`src/hdl/tlrp_pkg.sv`:
```
// ----------------------------------------------------------------------------
// tlrp_pkg
// Shared types and character codes for the text line radio packetizer.
// ----------------------------------------------------------------------------
`default_nettype none

package tlrp_pkg;

  // Line-end characters
  localparam logic [7:0] CH_CR = 8'h0D;
  localparam logic [7:0] CH_LF = 8'h0A;

  // Field widths of one beat on either channel
  localparam int unsigned CH_W   = 8;
  localparam int unsigned NODE_W = 32;
  localparam int unsigned PORT_W = 8;

  typedef logic [CH_W-1:0]   byte_t;
  typedef logic [NODE_W-1:0] node_t;
  typedef logic [PORT_W-1:0] port_t;

endpackage

`default_nettype wire

```
`src/hdl/tlrp_if.sv`:
```
// ----------------------------------------------------------------------------
// tlrp_in_if / tlrp_out_if
// Valid/ready channels for incoming characters and outgoing packet bytes.
// ----------------------------------------------------------------------------
`default_nettype none

interface tlrp_in_if;
  import tlrp_pkg::*;

  logic  valid;
  logic  ready;
  byte_t ch;
  node_t peer_node;
  port_t peer_port;
  logic  end_of_message;

  modport source (output valid, ch, peer_node, peer_port, end_of_message, input ready);
  modport sink   (input valid, ch, peer_node, peer_port, end_of_message, output ready);
endinterface

interface tlrp_out_if;
  import tlrp_pkg::*;

  logic  valid;
  logic  ready;
  byte_t out_byte;
  node_t dest_node;
  port_t dest_port;
  logic  packet_last;

  modport source (output valid, out_byte, dest_node, dest_port, packet_last, input ready);
  modport sink   (input valid, out_byte, dest_node, dest_port, packet_last, output ready);
endinterface

`default_nettype wire

```
`src/hdl/text_line_radio_packetizer_top.sv`:
```
// ----------------------------------------------------------------------------
// text_line_radio_packetizer_top
// Packs text characters into radio payloads of up to PAYLOAD_BYTES bytes, one byte per beat.
// ----------------------------------------------------------------------------
// A character that sends nothing is taken while the block stays ready for
// the next one. A packet goes out of a payload RAM with one write and one
// registered read port at one byte per cycle while the output takes each
// beat, after a read setup state (ST_EM_RD), and input is held off while it
// streams; when CR LF is appended, the LF is first written in its own state
// (ST_LF). A destination change with pending bytes first sends those bytes
// to the old peer, then handles the character in ST_APPLY, which may start
// a packet of its own. Output back-pressure stalls the packet stream; a
// finished byte may sit in the output register while the next character is
// taken. The payload RAM is not cleared at reset and needs no clearing pass:
// only entries below the fill count are ever read.
// ----------------------------------------------------------------------------
`default_nettype none

module text_line_radio_packetizer_top #(
  parameter int unsigned PAYLOAD_BYTES = 32
) (
  input  wire logic        clk,
  input  wire logic        rst_n,
  tlrp_in_if.sink          in_if,
  tlrp_out_if.source       out_if
);
  import tlrp_pkg::*;

  localparam int unsigned AW = $clog2(PAYLOAD_BYTES);      // RAM index / fill
  localparam int unsigned LW = $clog2(PAYLOAD_BYTES + 1);  // packet length
  localparam int unsigned CW = LW + 1;                     // room compare

  typedef enum logic [2:0] {
    ST_IDLE,
    ST_APPLY,
    ST_LF,
    ST_EM_RD,
    ST_EM_WT
  } state_t;

  state_t        state_r, state_nxt;
  state_t        em_ret_r, em_ret_nxt;
  logic [AW-1:0] fill_r, fill_nxt;
  node_t         cur_node_r, cur_node_nxt;
  port_t         cur_port_r, cur_port_nxt;
  logic          disc_r, disc_nxt;

  // Character held across a flush
  byte_t         ch_r, ch_nxt;
  node_t         node_r, node_nxt;
  port_t         port_r, port_nxt;
  logic          eom_r, eom_nxt;

  // Packet emission
  logic [LW-1:0] em_len_r, em_len_nxt;
  logic [AW-1:0] em_idx_r, em_idx_nxt;
  node_t         em_node_r, em_node_nxt;
  port_t         em_port_r, em_port_nxt;

  // Output register
  logic          out_valid_r;
  byte_t         out_byte_r;
  node_t         out_node_r;
  port_t         out_port_r;
  logic          out_last_r;

  // Payload RAM
  byte_t         payload_mem [PAYLOAD_BYTES];
  byte_t         rd_data_r;
  logic          wr_en;
  logic [AW-1:0] wr_addr;
  byte_t         wr_data;
  logic          rd_en;
  logic [AW-1:0] rd_addr;

  logic          in_fire;
  logic          dest_diff;
  logic          do_apply;
  logic          out_load;
  logic          em_last;
  byte_t         ap_ch;
  node_t         ap_node;
  port_t         ap_port;
  logic          ap_eom;
  logic          ap_le;
  logic          ap_room;

  assign in_if.ready = (state_r == ST_IDLE);
  assign in_fire     = in_if.valid && in_if.ready;
  assign dest_diff   = (in_if.peer_node != cur_node_r) || (in_if.peer_port != cur_port_r);

  // Pick the character: straight from the port, or held after a flush
  assign ap_ch   = (state_r == ST_APPLY) ? ch_r   : in_if.ch;
  assign ap_node = (state_r == ST_APPLY) ? node_r : in_if.peer_node;
  assign ap_port = (state_r == ST_APPLY) ? port_r : in_if.peer_port;
  assign ap_eom  = (state_r == ST_APPLY) ? eom_r  : in_if.end_of_message;
  assign ap_le   = (ap_ch == CH_CR) || (ap_ch == CH_LF);
  assign ap_room = (CW'(fill_r) + CW'(3)) < CW'(PAYLOAD_BYTES);

  assign out_load = (state_r == ST_EM_WT) && (!out_valid_r || out_if.ready);
  assign em_last  = ((LW'(em_idx_r) + LW'(1)) == em_len_r);

  // Sequencer: drop, flush, store, append line end, stream packet
  always_comb begin
    state_nxt    = state_r;
    em_ret_nxt   = em_ret_r;
    fill_nxt     = fill_r;
    cur_node_nxt = cur_node_r;
    cur_port_nxt = cur_port_r;
    disc_nxt     = disc_r;
    ch_nxt       = ch_r;
    node_nxt     = node_r;
    port_nxt     = port_r;
    eom_nxt      = eom_r;
    em_len_nxt   = em_len_r;
    em_idx_nxt   = em_idx_r;
    em_node_nxt  = em_node_r;
    em_port_nxt  = em_port_r;
    wr_en        = 1'b0;
    wr_addr      = fill_r;
    wr_data      = ap_ch;
    rd_en        = 1'b0;
    rd_addr      = em_idx_r;
    do_apply     = 1'b0;

    unique case (state_r)
      ST_IDLE: begin
        if (in_fire) begin
          if (disc_r) begin
            // Drop the rest of a message after its line end
            if (in_if.end_of_message) begin
              disc_nxt = 1'b0;
            end
          end else if (dest_diff && (fill_r != '0)) begin
            // Flush pending bytes to the old peer, then handle the character
            ch_nxt       = in_if.ch;
            node_nxt     = in_if.peer_node;
            port_nxt     = in_if.peer_port;
            eom_nxt      = in_if.end_of_message;
            em_len_nxt   = LW'(fill_r);
            em_node_nxt  = cur_node_r;
            em_port_nxt  = cur_port_r;
            em_idx_nxt   = '0;
            em_ret_nxt   = ST_APPLY;
            state_nxt    = ST_EM_RD;
            cur_node_nxt = in_if.peer_node;
            cur_port_nxt = in_if.peer_port;
            fill_nxt     = '0;
          end else begin
            cur_node_nxt = in_if.peer_node;
            cur_port_nxt = in_if.peer_port;
            do_apply     = 1'b1;
          end
        end
      end
      ST_APPLY: begin
        do_apply = 1'b1;
      end
      ST_LF: begin
        // Write LF after CR, then send the line
        wr_en       = 1'b1;
        wr_addr     = fill_r + AW'(1);
        wr_data     = CH_LF;
        em_len_nxt  = LW'(fill_r) + LW'(2);
        em_node_nxt = cur_node_r;
        em_port_nxt = cur_port_r;
        em_idx_nxt  = '0;
        em_ret_nxt  = ST_IDLE;
        state_nxt   = ST_EM_RD;
        fill_nxt    = '0;
      end
      ST_EM_RD: begin
        rd_en     = 1'b1;
        state_nxt = ST_EM_WT;
      end
      ST_EM_WT: begin
        // Advance one byte each time the output register takes one
        if (out_load) begin
          if (em_last) begin
            state_nxt = em_ret_r;
          end else begin
            em_idx_nxt = em_idx_r + AW'(1);
            rd_en      = 1'b1;
            rd_addr    = em_idx_r + AW'(1);
          end
        end
      end
      default: begin
        state_nxt = ST_IDLE;
      end
    endcase

    // Handle one character against the current buffer
    if (do_apply) begin
      state_nxt = ST_IDLE;
      if (!ap_le) begin
        wr_en   = 1'b1;
        wr_addr = fill_r;
        wr_data = ap_ch;
        if (fill_r == AW'(PAYLOAD_BYTES - 1)) begin
          em_len_nxt  = LW'(PAYLOAD_BYTES);
          em_node_nxt = ap_node;
          em_port_nxt = ap_port;
          em_idx_nxt  = '0;
          em_ret_nxt  = ST_IDLE;
          state_nxt   = ST_EM_RD;
          fill_nxt    = '0;
        end else begin
          fill_nxt = fill_r + AW'(1);
        end
      end else begin
        disc_nxt = !ap_eom;
        if (ap_room) begin
          wr_en     = 1'b1;
          wr_addr   = fill_r;
          wr_data   = CH_CR;
          state_nxt = ST_LF;
        end else begin
          em_len_nxt  = LW'(fill_r);
          em_node_nxt = ap_node;
          em_port_nxt = ap_port;
          em_idx_nxt  = '0;
          em_ret_nxt  = ST_IDLE;
          state_nxt   = ST_EM_RD;
          fill_nxt    = '0;
        end
      end
    end
  end

  // Control and datapath registers
  always_ff @(posedge clk) begin
    if (!rst_n) begin
      state_r     <= ST_IDLE;
      em_ret_r    <= ST_IDLE;
      fill_r      <= '0;
      cur_node_r  <= '0;
      cur_port_r  <= '0;
      disc_r      <= 1'b0;
      out_valid_r <= 1'b0;
    end else begin
      state_r    <= state_nxt;
      em_ret_r   <= em_ret_nxt;
      fill_r     <= fill_nxt;
      cur_node_r <= cur_node_nxt;
      cur_port_r <= cur_port_nxt;
      disc_r     <= disc_nxt;
      if (out_load) begin
        out_valid_r <= 1'b1;
      end else if (out_if.ready) begin
        out_valid_r <= 1'b0;
      end
    end
  end

  // Payload registers
  always_ff @(posedge clk) begin
    ch_r      <= ch_nxt;
    node_r    <= node_nxt;
    port_r    <= port_nxt;
    eom_r     <= eom_nxt;
    em_len_r  <= em_len_nxt;
    em_idx_r  <= em_idx_nxt;
    em_node_r <= em_node_nxt;
    em_port_r <= em_port_nxt;
    if (out_load) begin
      out_byte_r <= rd_data_r;
      out_node_r <= em_node_r;
      out_port_r <= em_port_r;
      out_last_r <= em_last;
    end
  end

  // Payload RAM: one write, one registered read
  always_ff @(posedge clk) begin
    if (wr_en) begin
      payload_mem[wr_addr] <= wr_data;
    end
  end

  always_ff @(posedge clk) begin
    if (rd_en) begin
      rd_data_r <= payload_mem[rd_addr];
    end
  end

  assign out_if.valid       = out_valid_r;
  assign out_if.out_byte    = out_byte_r;
  assign out_if.dest_node   = out_node_r;
  assign out_if.dest_port   = out_port_r;
  assign out_if.packet_last = out_last_r;

  // A beat appears only from the packet streaming state
  a_load_from_emit: assert property (@(posedge clk) disable iff (!rst_n)
    $rose(out_valid_r) |-> ($past(state_r) == ST_EM_WT))
    else $error("output beat loaded outside packet streaming");

  // After a flush the buffer starts empty
  a_apply_empty: assert property (@(posedge clk) disable iff (!rst_n)
    (state_r == ST_APPLY) |-> (fill_r == '0))
    else $error("character handled after flush with pending bytes");

  // CR LF is appended only where both bytes and the slack fit
  a_lf_room: assert property (@(posedge clk) disable iff (!rst_n)
    (state_r == ST_LF) |-> ((CW'(fill_r) + CW'(3)) < CW'(PAYLOAD_BYTES)))
    else $error("line end appended without room");

  // No empty packet is ever started
  a_len_nonzero: assert property (@(posedge clk) disable iff (!rst_n)
    (state_r == ST_EM_RD) |-> (em_len_r != '0))
    else $error("empty packet started");

  // Input is held off while a packet streams
  a_no_accept_emit: assert property (@(posedge clk) disable iff (!rst_n)
    ((state_r == ST_EM_RD) || (state_r == ST_EM_WT)) |-> !in_if.ready)
    else $error("input taken during packet streaming");

endmodule

`default_nettype wire

```
`src/flat_wrapper.sv`:
```
// flat-port wrapper written by rule: the top's interface ports become plain ports
module text_line_radio_packetizer_top_flat import tlrp_pkg::*;
#(
  parameter int unsigned PAYLOAD_BYTES = 32
)
  (clk, rst_n, in_if_valid, in_if_ch, in_if_peer_node, in_if_peer_port, in_if_end_of_message, in_if_ready, out_if_valid, out_if_out_byte, out_if_dest_node, out_if_dest_port, out_if_packet_last, out_if_ready);
  tlrp_in_if in_if_i ();
  tlrp_out_if out_if_i ();
  input  wire logic clk;
  input  wire logic rst_n;
  input wire logic [$bits(in_if_i.valid)-1:0] in_if_valid;
  input wire logic [$bits(in_if_i.ch)-1:0] in_if_ch;
  input wire logic [$bits(in_if_i.peer_node)-1:0] in_if_peer_node;
  input wire logic [$bits(in_if_i.peer_port)-1:0] in_if_peer_port;
  input wire logic [$bits(in_if_i.end_of_message)-1:0] in_if_end_of_message;
  output wire logic [$bits(in_if_i.ready)-1:0] in_if_ready;
  output wire logic [$bits(out_if_i.valid)-1:0] out_if_valid;
  output wire logic [$bits(out_if_i.out_byte)-1:0] out_if_out_byte;
  output wire logic [$bits(out_if_i.dest_node)-1:0] out_if_dest_node;
  output wire logic [$bits(out_if_i.dest_port)-1:0] out_if_dest_port;
  output wire logic [$bits(out_if_i.packet_last)-1:0] out_if_packet_last;
  input wire logic [$bits(out_if_i.ready)-1:0] out_if_ready;
  assign in_if_i.valid = in_if_valid;
  assign in_if_i.ch = in_if_ch;
  assign in_if_i.peer_node = in_if_peer_node;
  assign in_if_i.peer_port = in_if_peer_port;
  assign in_if_i.end_of_message = in_if_end_of_message;
  assign in_if_ready = in_if_i.ready;
  assign out_if_valid = out_if_i.valid;
  assign out_if_out_byte = out_if_i.out_byte;
  assign out_if_dest_node = out_if_i.dest_node;
  assign out_if_dest_port = out_if_i.dest_port;
  assign out_if_packet_last = out_if_i.packet_last;
  assign out_if_i.ready = out_if_ready;
  text_line_radio_packetizer_top #(.PAYLOAD_BYTES(PAYLOAD_BYTES)) u_core (.clk(clk), .rst_n(rst_n), .in_if(in_if_i), .out_if(out_if_i));
endmodule
```
`config.mk`:
```
export PLATFORM = sky130hd
export DESIGN_NAME = text_line_radio_packetizer_top_flat
export DESIGN_NICKNAME = d
export VERILOG_FILES = /design/src/hdl/tlrp_pkg.sv /design/src/hdl/tlrp_if.sv /design/src/hdl/text_line_radio_packetizer_top.sv /design/src/flat_wrapper.sv
export SDC_FILE = /design/constraint.sdc
export NUM_CORES = 1
export LEC_CHECK = 0
export BUFFER_PORTS_ARGS = -buffer_cell sky130_fd_sc_hd__clkbuf_2
export CORE_ASPECT_RATIO = 2
export CORE_UTILIZATION = 43
export DETAILED_ROUTE_END_ITERATION = 10
export PLACE_DENSITY = 0.59
export SLEW_MARGIN = 0
export SYNTH_ARGS = -nofsm -noshare
export SYNTH_HDL_FRONTEND = slang
export SYNTH_SLANG_ARGS = --single-unit
```
`constraint.sdc`:
```
create_clock -name clk -period 6.51 [get_ports clk]
set_clock_uncertainty 0.15 [all_clocks]
set_input_delay 1.953 -clock clk [delete_from_list [all_inputs] [get_ports clk]]
set_output_delay 1.953 -clock clk [all_outputs]
set_load 0.005 [all_outputs]
```
# [Yosys cells after proc, flatten, opt, wreduce, memory -nomap -nowiden]
# Memory sizes are Yosys's and may differ from the RTL's. A register that Yosys moved wholly into a read port is not among the register bits.
# Index checks and enable logic that the tools add are counted.
[classes] n_eq_ne=16 bitwise_logic=1 add_sub_neg=5 n_reduce_logical=14 n_lt_le_gt_ge=1 mux=94
[op_table] cell="two-way mux 32 bit" count=8
[op_table] cell="two-way mux 5 bit" count=21
[op_table] cell="two-way mux 8 bit" count=13
[op_table] cell="case mux 32 bit (2 select lines)" count=1
[op_table] cell="two-way mux 3 bit" count=14
[op_table] cell="two-way mux 6 bit" count=7
[op_table] cell="!= test 32 bit" count=1
[op_table] cell="two-way mux 1 bit" count=21
[op_table] cell="equality test 8 x 4 -> 1 bit (second input constant)" count=2
[op_table] cell="case mux 8 bit (2 select lines)" count=1
[op_table] cell="case mux 3 bit (5 select lines)" count=1
[op_table] cell="case mux 5 bit (3 select lines)" count=1
[op_table] cell="adder 5 x 2 -> 6 bit (second input constant)" count=2
[op_table] cell="case mux 6 bit (2 select lines)" count=1
[op_table] cell="adder 5 x 1 -> 5 bit (second input constant)" count=2
[op_table] cell="case mux 5 bit (2 select lines)" count=1
[op_table] cell="!= test 3 bit (second input constant)" count=3
[op_table] cell="!= test 8 bit" count=1
[op_table] cell="less-than comparator 7 x 6 -> 1 bit (second input constant)" count=1
[op_table] cell="adder 5 x 1 -> 6 bit (second input constant)" count=1
[op_table] cell="equality test 3 x 2 -> 1 bit (second input constant)" count=2
[op_table] cell="equality test 6 bit" count=1
[op_table] cell="!= test 3 x 1 -> 1 bit (second input constant)" count=2
[op_table] cell="case mux 3 bit (2 select lines)" count=1
[op_table] cell="other kinds (16)" count=22
[word_totals] ramBits=256 reg_bits=202 elab_cells=151 mem_count=1
[mem_list] name="u_core.payload_mem" depth=32 word_bits=8 rd=1 rd_ports_with_merged_regs=1 wr=1 line="text_line_radio_packetizer_top.sv:68" source="byte_t payload_mem [PAYLOAD_BYTES];"

# [Logic depth before layout (Yosys ltp)]
[logic_depth] word_depth=10 ltp_mapped=14

# [Worst setup path after synthesis]
# OpenSTA, ideal clock, no wires.
[synth_path] path_kind="input -> register" from="input out_if_ready" to="register u_core.rd_data_r[0], read port of u_core.payload_mem, data pin" arrival_ns=4.865 stages=12 required_ns=6.170 slack_ns=1.304 path_cell_list="nand2b_1 > nand2_1 > inv_1 > o21ai_4 > mux2_4 > buf_6 > buf_12 > buf_12 > mux2i_1 > mux2i_1 > o21ai_1 > a2111oi_2"
[synth_between] elab_chain_cells=4 elab_cells_between_ends=6 cone_classes="mux (4); reduce/logical (2)"
[synth_lines] element="from (decl)" line="flat_wrapper.sv:22" source="input wire logic [$bits(out_if_i.ready)-1:0] out_if_ready;"
[synth_lines] element="logical OR 1 bit *" line="text_line_radio_packetizer_top.sv:100" source="assign out_load = (state_r == ST_EM_WT) && (!out_valid_r || out_if.ready);"
[synth_lines] element="logical AND 1 bit *" line="text_line_radio_packetizer_top.sv:100"
[synth_lines] element="named net u_core.out_load" line="text_line_radio_packetizer_top.sv:79" source="logic out_load;"
[synth_lines] element="two-way mux 1 bit / two-way mux 5 bit (equally long branches)" line="text_line_radio_packetizer_top.sv:178" source="if (out_load) begin"
[synth_lines] element="case mux 1 bit (2 select lines) / two-way mux 5 bit (equally long branches)" line="text_line_radio_packetizer_top.sv:126" source="unique case (state_r)"
[synth_lines] element="to (decl)" line="text_line_radio_packetizer_top.sv:69" source="byte_t rd_data_r;"
# Mark *: on every way through the listed nets, which the timed path passes. The rest lies on a longest branch.
# A chain may end at the register's enable or synchronous reset.

# [Final worst setup path]
[layout_path] from="input in_if_peer_node[5]" to="memory u_core.payload_mem[1][7] (netlist name) (enable)"
[layout_between] elab_chain_cells=10 elab_cells_between_ends=11 cone_classes="eq/ne (1); mux (8); reduce/logical (2)"
[layout_lines] element="from (decl)" line="flat_wrapper.sv:13" source="input wire logic [$bits(in_if_i.peer_node)-1:0] in_if_peer_node;"
[layout_lines] element="!= test 32 bit *" line="text_line_radio_packetizer_top.sv:90" source="assign dest_diff = (in_if.peer_node != cur_node_r) || (in_if.peer_port != cur_port_r);"
[layout_lines] element="logical OR 1 bit *" line="text_line_radio_packetizer_top.sv:90"
[layout_lines] element="logical AND 1 bit *" line="text_line_radio_packetizer_top.sv:134" source="end else if (dest_diff && (fill_r != '0)) begin"
[layout_lines] element="two-way mux 1 bit *" line="text_line_radio_packetizer_top.sv:134"
[layout_lines] element="two-way mux 1 bit *" line="text_line_radio_packetizer_top.sv:129" source="if (disc_r) begin"
[layout_lines] element="two-way mux 1 bit *" line="text_line_radio_packetizer_top.sv:128" source="if (in_fire) begin"
[layout_lines] element="case mux 1 bit (2 select lines) *" line="text_line_radio_packetizer_top.sv:126"
[layout_lines] element="two-way mux 1 bit" line="text_line_radio_packetizer_top.sv:194" source="if (do_apply) begin"
[layout_lines] element="two-way mux 1 bit" line="text_line_radio_packetizer_top.sv:276" source="if (wr_en) begin"
[layout_lines] element="two-way mux 1 bit (implied by the code)" line="text_line_radio_packetizer_top.sv:277" source="payload_mem[wr_addr] <= wr_data;"
[layout_lines] element="to (decl)" line="text_line_radio_packetizer_top.sv:68"
# Mark *: on every way between the ends. The rest lies on a longest branch, timed or not.

==> metrics.txt <==
Tot GR Track Use 23.1%; Post-synth ARST share 0%; TNS Setup 0 ps; RSZ-0062 raised after global routing no; final setup fails 0; via count 12700; post-layout min period 5160 ps; vias in the first global route between 10000 and 15000; global route overflow 0; layout cells sized above 1 15.4%; Post-synth EDFFs between 300 and 400; first-pass GRT wire length 78900 um; Syn Nets 1643; Die ar. 45900 um^2; Remaining DRCs 8; wire per inst 22.7 um; Root Buffer clkbuf_16; setup ws final roughly 1300 ps; FP Rows 109; cts repair resizes 0; Final HPWL DP approximately 36000 um; crit-path max cell delay just under 1000 ps; PwrDens 370 nW/um^2; violated checks design-rule violations; initial DRC count 649; Clock Path Buffers 3; CTS tree done; WP data required 6570 ps; Max Clock Freq 194 MHz; # placed instances 2223; Final Slew Violations 0; crit path DAT around 5200 ps; Max stage delay cell, worst path a32oi_1; largest net degree at the start of global routing between 70 and 80; Clock Latency Late Sink ~560 ps; flop and latch count out of synthesis 466; Syn Inst Count 1583; CTS Buf Count just over 40; Netlist cell types 63; chip height 302 um; Finished Layout Cells 2297; drt total wl about 52000 um; min-delay worst type reg2reg; Slew headroom 22.2%; Area Overhead vs Synth 14.6%; final hold viol count 0; Post-Place Setup Slack between 800 and 900 ps; synthesized area 19300 um^2; clock sink total about 470; total power 0.00820 W; final hold slack 270 ps; ant diodes 0; Initial Util 43.6%; CP startpoint kind input pin; Max Cap Viol 0; status finished, violations left; peak supply drop 0.000233 V; Main synth FF type edfxtp_1; Vias per Instance 5.55; initial antenna violation count 0; crit-path max FO 8; number of nets in the layout 1771; setup repair bufs after CTS 0; Antenna Violating Nets Remaining 0; Die W 152 um; Slew @ Worst Pin 1170 ps; syn avg cell area 12.2 um^2; First-pass DRT Iterations 10; routability cong. about 0.85; Ys Warns 0; Crit Path Class in2reg; Critical Path, Cell by Cell clkbuf_2, xnor2_1, nand4_1, nor4_1, a31oi_1, o21ai_0, nand2_1, a32oi_1, nor2_1; Setup crit end kind flip-flop; Final period util 79.3%; Core ar. ~44000 um^2; I/O Pins 104; static leakage 7.94 nW; Seq/Total Area, Yosys 67.0%; H-Tree Depth 2; Hold Buf Count CTS 0; Port Buffers 103; Fillers roughly 3800; Reg clk slew, reported paths 70 ps
## critical path, delay by kind of cell
kind,cells,cell delay (ps)
XOR/XNOR,1,420
AO/OA/AOI/OAI,3,1510
AND/OR/NAND/NOR,4,1190
buffers and inverters,1,120
## report_power, final
group,internal (W),total [W],switching (W)
sequential,0.00370,0.00384,0.000148
combinational,0.000539,0.00179,0.00125
clock,0.00148,0.00257,0.00108
total,0.00572,0.00820,0.00248
## stage by stage
step                util (%)  instance area, um^2
CTS                     50.0                22200
global placement        46.8                20800
finish                  50.0                22200
global route            50.0                22200
floorplan                  -                19300
detailed placement      46.8                20800
## per-layer routing
layer | vias up | global-route usage, % | share of wire [%] | wire length (um)
met4 | 0 | 14.6 | 6.1 | 3190
met3 | 131 | 3.21 | 4.2 | 2200
li1 | 5987 | - | - | -
met2 | 361 | 45.4 | 55 | 28700
met1 | 6266 | 22.6 | 35 | 18100
met5 | - | 0 | 0 | 0
## cells in the final DEF, fill, tap and decap left out, types with 44 or more instances in the layout
master    instances
and3_1           44
nand3_1          51
clkbuf_2        103
mux2i_1          82
a21oi_1          45
edfxtp_1        362
nand2_1         409
dfxtp_1         104
buf_4            63
xnor2_1          47
nor2_1           66
a31oi_1          45
## cell usage after synthesis, types with 6 or more instances
| master | instances | share of area, % |
|---|---|---|
| nor2b_1 | 9 | 0.29 |
| a21boi_0 | 41 | 1.6 |
| a21oi_1 | 50 | 1.3 |
| nand2_1 | 410 | 8.0 |
| dfxtp_1 | 104 | 11 |
| o21ai_0 | 16 | 0.41 |
| edfxtp_1 | 362 | 56 |
| a32oi_1 | 12 | 0.54 |
| nand4_1 | 13 | 0.42 |
| nor3_1 | 11 | 0.28 |
| inv_1 | 14 | 0.27 |
| o22ai_1 | 11 | 0.36 |
| o32ai_1 | 8 | 0.36 |
| and3_1 | 44 | 1.4 |
| clkbuf_1 | 66 | 1.3 |
| a2111oi_2 | 8 | 0.62 |
| nand3_1 | 52 | 1.3 |
| ha_1 | 7 | 0.45 |
| a31oi_1 | 47 | 1.5 |
| nor2_1 | 68 | 1.3 |
| o21ai_1 | 10 | 0.26 |
| xnor2_1 | 49 | 2.2 |
| nor3b_1 | 6 | 0.23 |
| mux2i_1 | 83 | 4.3 |
## final timing paths
check	slack, ps	depth (start not counted)	to	from
setup / recovery	1350	9	u_core.payload_mem[1][7]$_DFFE_PP_	in_if_peer_node[5]
hold / removal	270	0	u_core.out_if.out_byte[6]$_DFFE_PP_	u_core.rd_data_r[6]$_DFFE_PP_
setup reg to reg	1760	12	u_core.rd_data_r[0]$_DFFE_PP_	u_core.em_idx_r[0]$_DFF_P_
hold reg to reg	270	0	u_core.out_if.out_byte[6]$_DFFE_PP_	u_core.rd_data_r[6]$_DFFE_PP_
## cell type report
cell class / instances / area (um^2) / share of cell area, %
sequential: 466 / 13000 / 58.5
multi-input combinational: 1019 / 6010 / 27.1
clock buffer: 54 / 1150 / 5.18
timing repair buffer: 169 / 1050 / 4.73
tap: 555 / 694 / 3.13
clock inverter: 20 / 254 / 1.15
inverter: 14 / 52.6 / 0.237
## kinds of logic after synthesis
group | share of synthesized area [%]
and+or+nand+nor | 14.2
DFF | 67.0
AOI/OAI and AO/OA | 8.18
muxes | 5.38
adders and majority gates | 0.453
xor gates and xnor gates | 2.35
buffers and inverters | 2.45
## state kept, by name, summed over array words and instances (netlist names), 3 cells and up
signal                   flops
u_core.cur_port_r            8
u_core.em_node_r            32
u_core.ch_r                  8
u_core.em_idx_r              5
u_core.state_r               3
u_core.em_ret_r              3
u_core.out_if.dest_node     32
u_core.rd_data_r             8
u_core.cur_node_r           32
u_core.out_if.dest_port      8
u_core.payload_mem         256
u_core.fill_r                5
u_core.out_if.out_byte       8
u_core.node_r               32
u_core.em_port_r             8
u_core.em_len_r              6
u_core.port_r                8
No activity file was read; power rests on OpenSTA's default activity.
